[config.mk]
export PLATFORM = sky130hd
export DESIGN_NAME = rv32m_multiply_divide_unit
export DESIGN_NICKNAME = d
export VERILOG_FILES = /design/src/hdl/rv32m_pkg.sv /design/src/hdl/rv32m_front.sv /design/src/hdl/rv32m_back.sv /design/src/hdl/rv32m_multiply_divide_unit.sv
export VERILOG_INCLUDE_DIRS = /design/src /design/src/hdl
export SDC_FILE = /design/constraint.sdc
export NUM_CORES = 2
export LEC_CHECK = 0
export BUFFER_PORTS_ARGS = -buffer_cell sky130_fd_sc_hd__clkbuf_2
export CAP_MARGIN = 20
export CORE_ASPECT_RATIO = 2
export CORE_MARGIN = 1
export CORE_UTILIZATION = 25
export CTS_CLUSTER_SIZE = 20
export DETAILED_ROUTE_END_ITERATION = 12
export PLACE_DENSITY = 0.4
export RECOVER_POWER = 25
export SLEW_MARGIN = 10
export SYNTH_ARGS = -nofsm -noshare
export SYNTH_HDL_FRONTEND = slang
export SYNTH_SLANG_ARGS = --single-unit
[constraint.sdc]
create_clock -name clk -period 15.5 [get_ports clk]
set_clock_uncertainty 0.15 [all_clocks]
set_input_delay 0.775 -clock clk [delete_from_list [all_inputs] [get_ports clk]]
set_output_delay 0.775 -clock clk [all_outputs]
set_load 0.005 [all_outputs]
[src/hdl/assert_macros.svh]
// assertion macros for the rtl
// no dependencies
`ifndef ASSERT_MACROS_SVH
`define ASSERT_MACROS_SVH
`ifndef ASSERT_OFF
`define ASSERT_IMPLIES(label, clk, rst, ante, cons) \
  label: assert property (@(posedge clk) disable iff (rst) (ante) |-> (cons)) \
    else $error("assertion failed");
`define ASSERT_NEXT(label, clk, rst, ante, cons) \
  label: assert property (@(posedge clk) disable iff (rst) (ante) |=> (cons)) \
    else $error("assertion failed");
`else
`define ASSERT_IMPLIES(label, clk, rst, ante, cons)
`define ASSERT_NEXT(label, clk, rst, ante, cons)
`endif
`endif

[src/hdl/rv32m_pkg.sv]
// types and constants for the rv32m multiply/divide unit
// no dependencies
package rv32m_pkg;
  localparam int Xlen = 32;
  localparam int QDepth = 2;

  typedef enum logic [2:0] {
    OP_MUL = 3'd0, OP_MULH = 3'd1, OP_MULHSU = 3'd2, OP_MULHU = 3'd3,
    OP_DIV = 3'd4, OP_DIVU = 3'd5, OP_REM = 3'd6, OP_REMU = 3'd7
  } op_t;

  typedef enum logic [1:0] {
    ST_IDLE = 2'd0, ST_MUL = 2'd1, ST_DIV = 2'd2, ST_DONE = 2'd3
  } state_t;

  // classified word passed from front to back
  typedef struct packed {
    logic              is_div;
    logic              hi_half;
    logic              is_rem;
    logic              a_signed;
    logic              b_signed;
    logic [Xlen-1:0]   a;
    logic [Xlen-1:0]   b;
  } cmd_t;
endpackage

[src/hdl/rv32m_front.sv]
// front: accepts a word, classifies it and pushes it into a short queue
// depends on rv32m_pkg
module rv32m_front (
  input  logic                       clk,
  input  logic                       rst,
  input  logic                       start,
  input  logic [2:0]                 func,
  input  logic [rv32m_pkg::Xlen-1:0] operand_a,
  input  logic [rv32m_pkg::Xlen-1:0] operand_b,
  output logic                       busy,
  input  logic                       pop,
  output logic                       q_valid,
  output rv32m_pkg::cmd_t            q_head
);
  import rv32m_pkg::*;

  cmd_t      slots [QDepth];
  logic [1:0] count;
  logic       rd_ptr, wr_ptr;
  cmd_t       cmd;
  logic       push;
  op_t        op;

  assign op = op_t'(func);
  always_comb begin
    cmd.a = operand_a;
    cmd.b = operand_b;
    cmd.is_div = func[2];
    cmd.is_rem = (op == OP_REM) || (op == OP_REMU);
    cmd.hi_half = (op != OP_MUL);
    cmd.a_signed = (op == OP_MULH) || (op == OP_MULHSU) || (op == OP_DIV) ||
                   (op == OP_REM);
    cmd.b_signed = (op == OP_MULH) || (op == OP_DIV) || (op == OP_REM);
  end

  assign busy = (count == 2'(QDepth));
  assign push = start && !busy;
  assign q_valid = (count != 2'd0);
  assign q_head = slots[rd_ptr];

  always_ff @(posedge clk) begin
    if (push) begin
      slots[wr_ptr] <= cmd;
    end
    if (rst) begin
      count <= 2'd0;
      rd_ptr <= 1'b0;
      wr_ptr <= 1'b0;
    end else begin
      if (push) wr_ptr <= ~wr_ptr;
      if (pop) rd_ptr <= ~rd_ptr;
      count <= count + 2'(push) - 2'(pop);
    end
  end
endmodule

[src/hdl/rv32m_back.sv]
// back: multiply through the ST_MUL and ST_DONE states, divide one quotient bit a cycle
// depends on rv32m_pkg
module rv32m_back (
  input  logic                       clk,
  input  logic                       rst,
  input  logic                       q_valid,
  input  rv32m_pkg::cmd_t            q_head,
  output logic                       pop,
  output logic                       done,
  output logic [rv32m_pkg::Xlen-1:0] result
);
  import rv32m_pkg::*;

  state_t state, state_next;
  cmd_t   cur;
  logic [2*Xlen+1:0] prod;
  logic [Xlen-1:0] quo, rem, dvs;
  logic [5:0] cnt;
  logic neg_q, neg_r, dz, ovf;
  logic [Xlen-1:0] res_w;
  logic [Xlen:0] sa, sb;
  logic [Xlen:0] trial;
  logic [Xlen-1:0] ma, mb;

  assign sa = {cur.a_signed & cur.a[Xlen-1], cur.a};
  assign sb = {cur.b_signed & cur.b[Xlen-1], cur.b};
  assign ma = (q_head.a_signed && q_head.a[Xlen-1]) ? -q_head.a : q_head.a;
  assign mb = (q_head.b_signed && q_head.b[Xlen-1]) ? -q_head.b : q_head.b;
  assign trial = {rem, quo[Xlen-1]} - {1'b0, dvs};

  always_comb begin
    state_next = state;
    pop = 1'b0;
    case (state)
      ST_IDLE: if (q_valid) begin
        pop = 1'b1;
        state_next = q_head.is_div ? ST_DIV : ST_MUL;
      end
      ST_MUL: state_next = ST_DONE;
      ST_DIV: if (cnt == 6'(Xlen - 1)) state_next = ST_DONE;
      ST_DONE: state_next = ST_IDLE;
      default: state_next = ST_IDLE;
    endcase
  end

  always_comb begin
    if (!cur.is_div) res_w = cur.hi_half ? prod[2*Xlen-1:Xlen] : prod[Xlen-1:0];
    else if (cur.is_rem) res_w = dz ? cur.a : ovf ? '0 : (neg_r ? -rem : rem);
    else res_w = dz ? '1 : ovf ? {1'b1, {(Xlen-1){1'b0}}} : (neg_q ? -quo : quo);
  end

  always_ff @(posedge clk) begin
    if (pop) begin
      cur <= q_head;
      quo <= ma;
      dvs <= mb;
      rem <= '0;
      cnt <= '0;
      dz <= (q_head.b == '0);
      ovf <= q_head.a_signed && (q_head.a == {1'b1, {(Xlen-1){1'b0}}}) && (q_head.b == '1);
      neg_q <= q_head.a_signed && (q_head.a[Xlen-1] ^ q_head.b[Xlen-1]);
      neg_r <= q_head.a_signed && q_head.a[Xlen-1];
    end else if (state == ST_DIV) begin
      cnt <= cnt + 6'd1;
      if (!trial[Xlen]) begin
        rem <= trial[Xlen-1:0];
        quo <= {quo[Xlen-2:0], 1'b1};
      end else begin
        rem <= {rem[Xlen-2:0], quo[Xlen-1]};
        quo <= {quo[Xlen-2:0], 1'b0};
      end
    end
    if (state == ST_MUL) prod <= (2*Xlen+2)'($signed(sa) * $signed(sb));
    if (state == ST_DONE) result <= res_w;
    if (rst) begin
      state <= ST_IDLE;
      done <= 1'b0;
    end else begin
      state <= state_next;
      done <= (state == ST_DONE);
    end
  end
endmodule

[src/hdl/rv32m_multiply_divide_unit.sv]
// top level of the rv32m multiply/divide unit
// depends on rv32m_pkg, rv32m_front, rv32m_back, assert_macros.svh
//
// usage: drive func, operand_a, operand_b with start high; the word is
// taken at a clock edge where start is high and busy is low
// a front stage classifies each word into a two-entry queue; the back
// end runs one word at a time
// done rises once a word has left the queue and passed the back end's
// ST_MUL and ST_DONE states (multiplies) or its bit-serial ST_DIV loop and
// ST_DONE (divides and remainders); the back end takes no new word until idle
// busy rises only when the queue is full, so two words can be queued
// while the back end works
// result is valid for exactly one cycle with done high; the receiver
// cannot stall, so it must capture result on that cycle
// reset (rst, synchronous) empties the queue and returns the back end
// to idle; results in flight are dropped
`include "assert_macros.svh"
module rv32m_multiply_divide_unit (
  input  logic                       clk,
  input  logic                       rst,
  input  logic                       start,
  output logic                       busy,
  input  logic [2:0]                 func,
  input  logic [rv32m_pkg::Xlen-1:0] operand_a,
  input  logic [rv32m_pkg::Xlen-1:0] operand_b,
  output logic                       done,
  output logic [rv32m_pkg::Xlen-1:0] result
);
  import rv32m_pkg::*;

  logic q_valid, pop;
  cmd_t q_head;

  // front end and queue
  rv32m_front u_front (
    .clk, .rst, .start, .func, .operand_a, .operand_b, .busy,
    .pop, .q_valid, .q_head
  );

  // execution back end
  rv32m_back u_back (
    .clk, .rst, .q_valid, .q_head, .pop, .done, .result
  );

  `ASSERT_IMPLIES(a_pop_needs_data, clk, rst, pop, q_valid)
  `ASSERT_NEXT(a_done_single, clk, rst, done, !done)
  `ASSERT_NEXT(a_pop_no_done, clk, rst, pop, !done)
endmodule

==> results.json <==
{
  "outcome": "finished, violations left",
  "violations": "max-capacitance violations, max-slew violations",
  "hold_path_depth": 1,
  "grt_max_degree": 75,
  "ioPinCount": 104,
  "antenna_found_initial": 20,
  "cts_resized": 0,
  "die_h_um": 682.7,
  "crit_family": "adder cells",
  "slew_headroom": -0.6983,
  "cts_tree": "built",
  "required_ps": 15700,
  "synth-async-reset-ratio": 0,
  "worstSetupPathDepth": 26,
  "drv_cap": 2,
  "yosysUniqueCellTypes": 75,
  "finalSetupTns_ps": 0,
  "core_area_mm2": 0.2302,
  "drv_slew": 56,
  "floorplan.rows": 249,
  "cts_sinks": 416,
  "htreeDepth": 2,
  "floorplan.initialDensity": 0.2515,
  "final_util": 0.2744,
  "hold_viol": 0,
  "cts-root-buf": "clkbuf_16",
  "critPathBufInv": 5,
  "die_x_um": 342.3,
  "drtIter0Drc": 2072,
  "period_share": 0.6485,
  "hold_class": "in2reg",
  "final_layout_size_suffix_gt1_frac": 0.05314,
  "netlist_area_mm2": 0.05791,
  "cts_buffers": 37,
  "syn_to_final_growth_pct": 9.080,
  "stdcell_count": 8874,
  "critPathLaunchType": "register",
  "die_area_mm2": 0.2337,
  "setup_viol": 0,
  "cts_setup_buffers": 0,
  "avgViaCountPerCell": 4.676,
  "synth.ff_latch_count": 416,
  "synth_edf_count": 370,
  "cp_max_fo": 18,
  "drc": 0,
  "finalNetCount": 7281,
  "synthFlopType": "edfxtp_1",
  "critPathMaxStageDelay_ps": 740,
  "tightest_slew_ps": 2547,
  "grt_pass1_wl_um": 335300,
  "min_period_ps": 10050,
  "syn-num-nets": 7319,
  "grt_use_total": 0.2048,
  "drt_first_pass_iters": 5,
  "clkLatencyLatePin_ps": 610,
  "wirelength_um": 236400,
  "worstSetupEndpointType": "register",
  "grt_pass1_vias": 46954,
  "avgSynthCellArea_um2": 9.871,
  "yosysWarnings": 0,
  "yosysSeqAreaShare": 0.2078,
  "wl_per_cell_um": 26.64,
  "syn_inst": 5867,
  "hpwl_um": 189800,
  "max_freq_mhz": 99.48,
  "rr_worst_depth": 26,
  "gp_congestion": 0.8936,
  "path_clk_slew_ps": 70,
  "clk_path_buf_depth": 3,
  "grt-ovfl-total": 0,
  "via_count": 41499,
  "cp_slowest_cell": "edfxtp_1",
  "cts_hold_buf": 0,
  "ant_nets": 0,
  "port_buffers": 103,
  "place_ws_ps": 5482,
  "rsz0062_at_grt": "false",
  "path_class": "reg2reg",
  "placed_cells": 8802,
  "worst_slack_ps": 5448,
  "crit_path_frequent_cell": "fa_1",
  "cp_data_arrival_time_ps": 10250
}
## registers in the layout, indices dropped and copies added, names as in the netlist, 6 cells and up, named ones only
| signal | count |
|---|---|
| u_back.prod | 64 |
| u_back.rem | 32 |
| u_back.cur | 68 |
| u_back.cnt | 6 |
| u_back.quo | 32 |
| u_front.slots | 138 |
| u_back.dvs | 32 |
| u_back.result | 32 |
## layout make-up
cell class | count | area (um2)
Antenna cell | 9 | 22.52
Clock buffer | 41 | 940.9
Clock inverter | 22 | 274.0
Fill cell | 24280 | 167100
Inverter | 1219 | 4581
Multi-Input combinational cell | 3929 | 40180
Sequential cell | 416 | 12030
Tap cell | 3012 | 3769
Timing Repair Buffer | 226 | 1375
## cell usage after synthesis, types with 9 or more instances
cell type | n | share of area
a211oi_1 | 13 | 0.0017
a21o_1 | 56 | 0.0073
a21oi_1 | 127 | 0.011
a311oi_1 | 16 | 0.0024
a31oi_1 | 22 | 0.0024
and2_1 | 352 | 0.038
and3_1 | 33 | 0.0036
buf_2 | 11 | 0.00095
clkbuf_1 | 284 | 0.018
dfxtp_1 | 46 | 0.016
edfxtp_1 | 370 | 0.19
fa_1 | 1126 | 0.39
ha_1 | 256 | 0.055
inv_1 | 1218 | 0.079
mux2_2 | 32 | 0.0062
mux2i_1 | 72 | 0.012
nand2_1 | 883 | 0.057
nand2b_1 | 24 | 0.0026
nand3_1 | 43 | 0.0037
nand4_1 | 23 | 0.0025
nor2_1 | 138 | 0.0089
nor2b_1 | 19 | 0.0021
nor3_1 | 30 | 0.0026
nor4_1 | 16 | 0.0017
o211ai_1 | 17 | 0.0022
o21a_1 | 15 | 0.0019
o21ai_0 | 191 | 0.017
o21ai_1 | 10 | 0.00086
o21bai_1 | 13 | 0.0017
o221ai_1 | 9 | 0.0014
o31ai_1 | 32 | 0.0041
or2_2 | 18 | 0.0019
or3_1 | 16 | 0.0017
xnor2_1 | 133 | 0.020
xor2_1 | 92 | 0.014
## worst paths after layout
check / to / startpoint / slack, ps
worst max-delay path: u_back.prod[63] / u_back.cur[65] / 5450
worst min-delay path: u_front.slots[1][17] / operand_b[17] / 220
worst max register to register: u_back.prod[63] / u_back.cur[65] / 5450
worst min register to register: u_back.cnt[5] / u_back.cnt[5] / 340
## routing by layer
metal  share of wire  global-route usage
met5         0.00026                   0
met4            0.11              0.1801
met3           0.027             0.01447
met2            0.57              0.4127
met1            0.29              0.1763
## cell families after synthesis
family                     count (synthesis)  synth area share
DFF                                      416            0.2078
and+or+nand+nor                         1623            0.1308
adders and majority gates               1382            0.4445
xor gates and xnor gates                 225           0.03403
buffers and inverters                   1522           0.09908
AOI/OAI and AO/OA                        595           0.06510
muxes                                    104           0.01867
## worst reg2reg max path: stages, from the launching register on
cell and delay [ps]:
edfxtp_1 740, and2_1 680, nand2_1 210, inv_1 170, fa_1 500, fa_1 630, fa_1 490, inv_1 490
fa_1 550, inv_1 90, fa_1 470, fa_1 500, fa_1 520, inv_1 50, fa_1 470, inv_1 50
ha_1 430, a21o_1 240, a21o_1 180, a21o_1 200, a21o_1 180, a211o_1 290, a21o_1 220, a311oi_1 540
nand3_1 180, a31oi_1 240, xor2_1 350
## placed cells by master, fill, tap and decap left out, types with 18 or more instances in the layout
cell	instances
nand2b_1	24
clkbuf_16	37
nand2_1	883
and2_1	351
edfxtp_1	370
or2_2	18
fa_1	1126
ha_1	254
clkbuf_2	58
nor2_1	138
clkbuf_1	51
xnor2_1	133
mux2_2	30
mux2i_1	69
nand3_1	43
nor3_1	30
inv_1	1217
a21o_1	56
a21oi_1	127
a31oi_1	22
and3_1	33
buf_4	121
nor2b_1	19
xor2_1	92
o21ai_0	190
dfxtp_1	46
o31ai_1	32
nand4_1	23
## through the flow
step | hold WS, ps | instance area, um2
2_1_floorplan | 308.4 | 57910
3_3_place_gp | 323.7 | 62000
3_5_place_dp | 335.6 | 62010
4_1_cts | 180.8 | 63230
5_1_grt | 206.4 | 63150
6_report | 221.0 | 63170
Power is left out: the tool's default activity adds up to more than one toggle a clock period on the data nets, which glitch-free logic cannot reach.
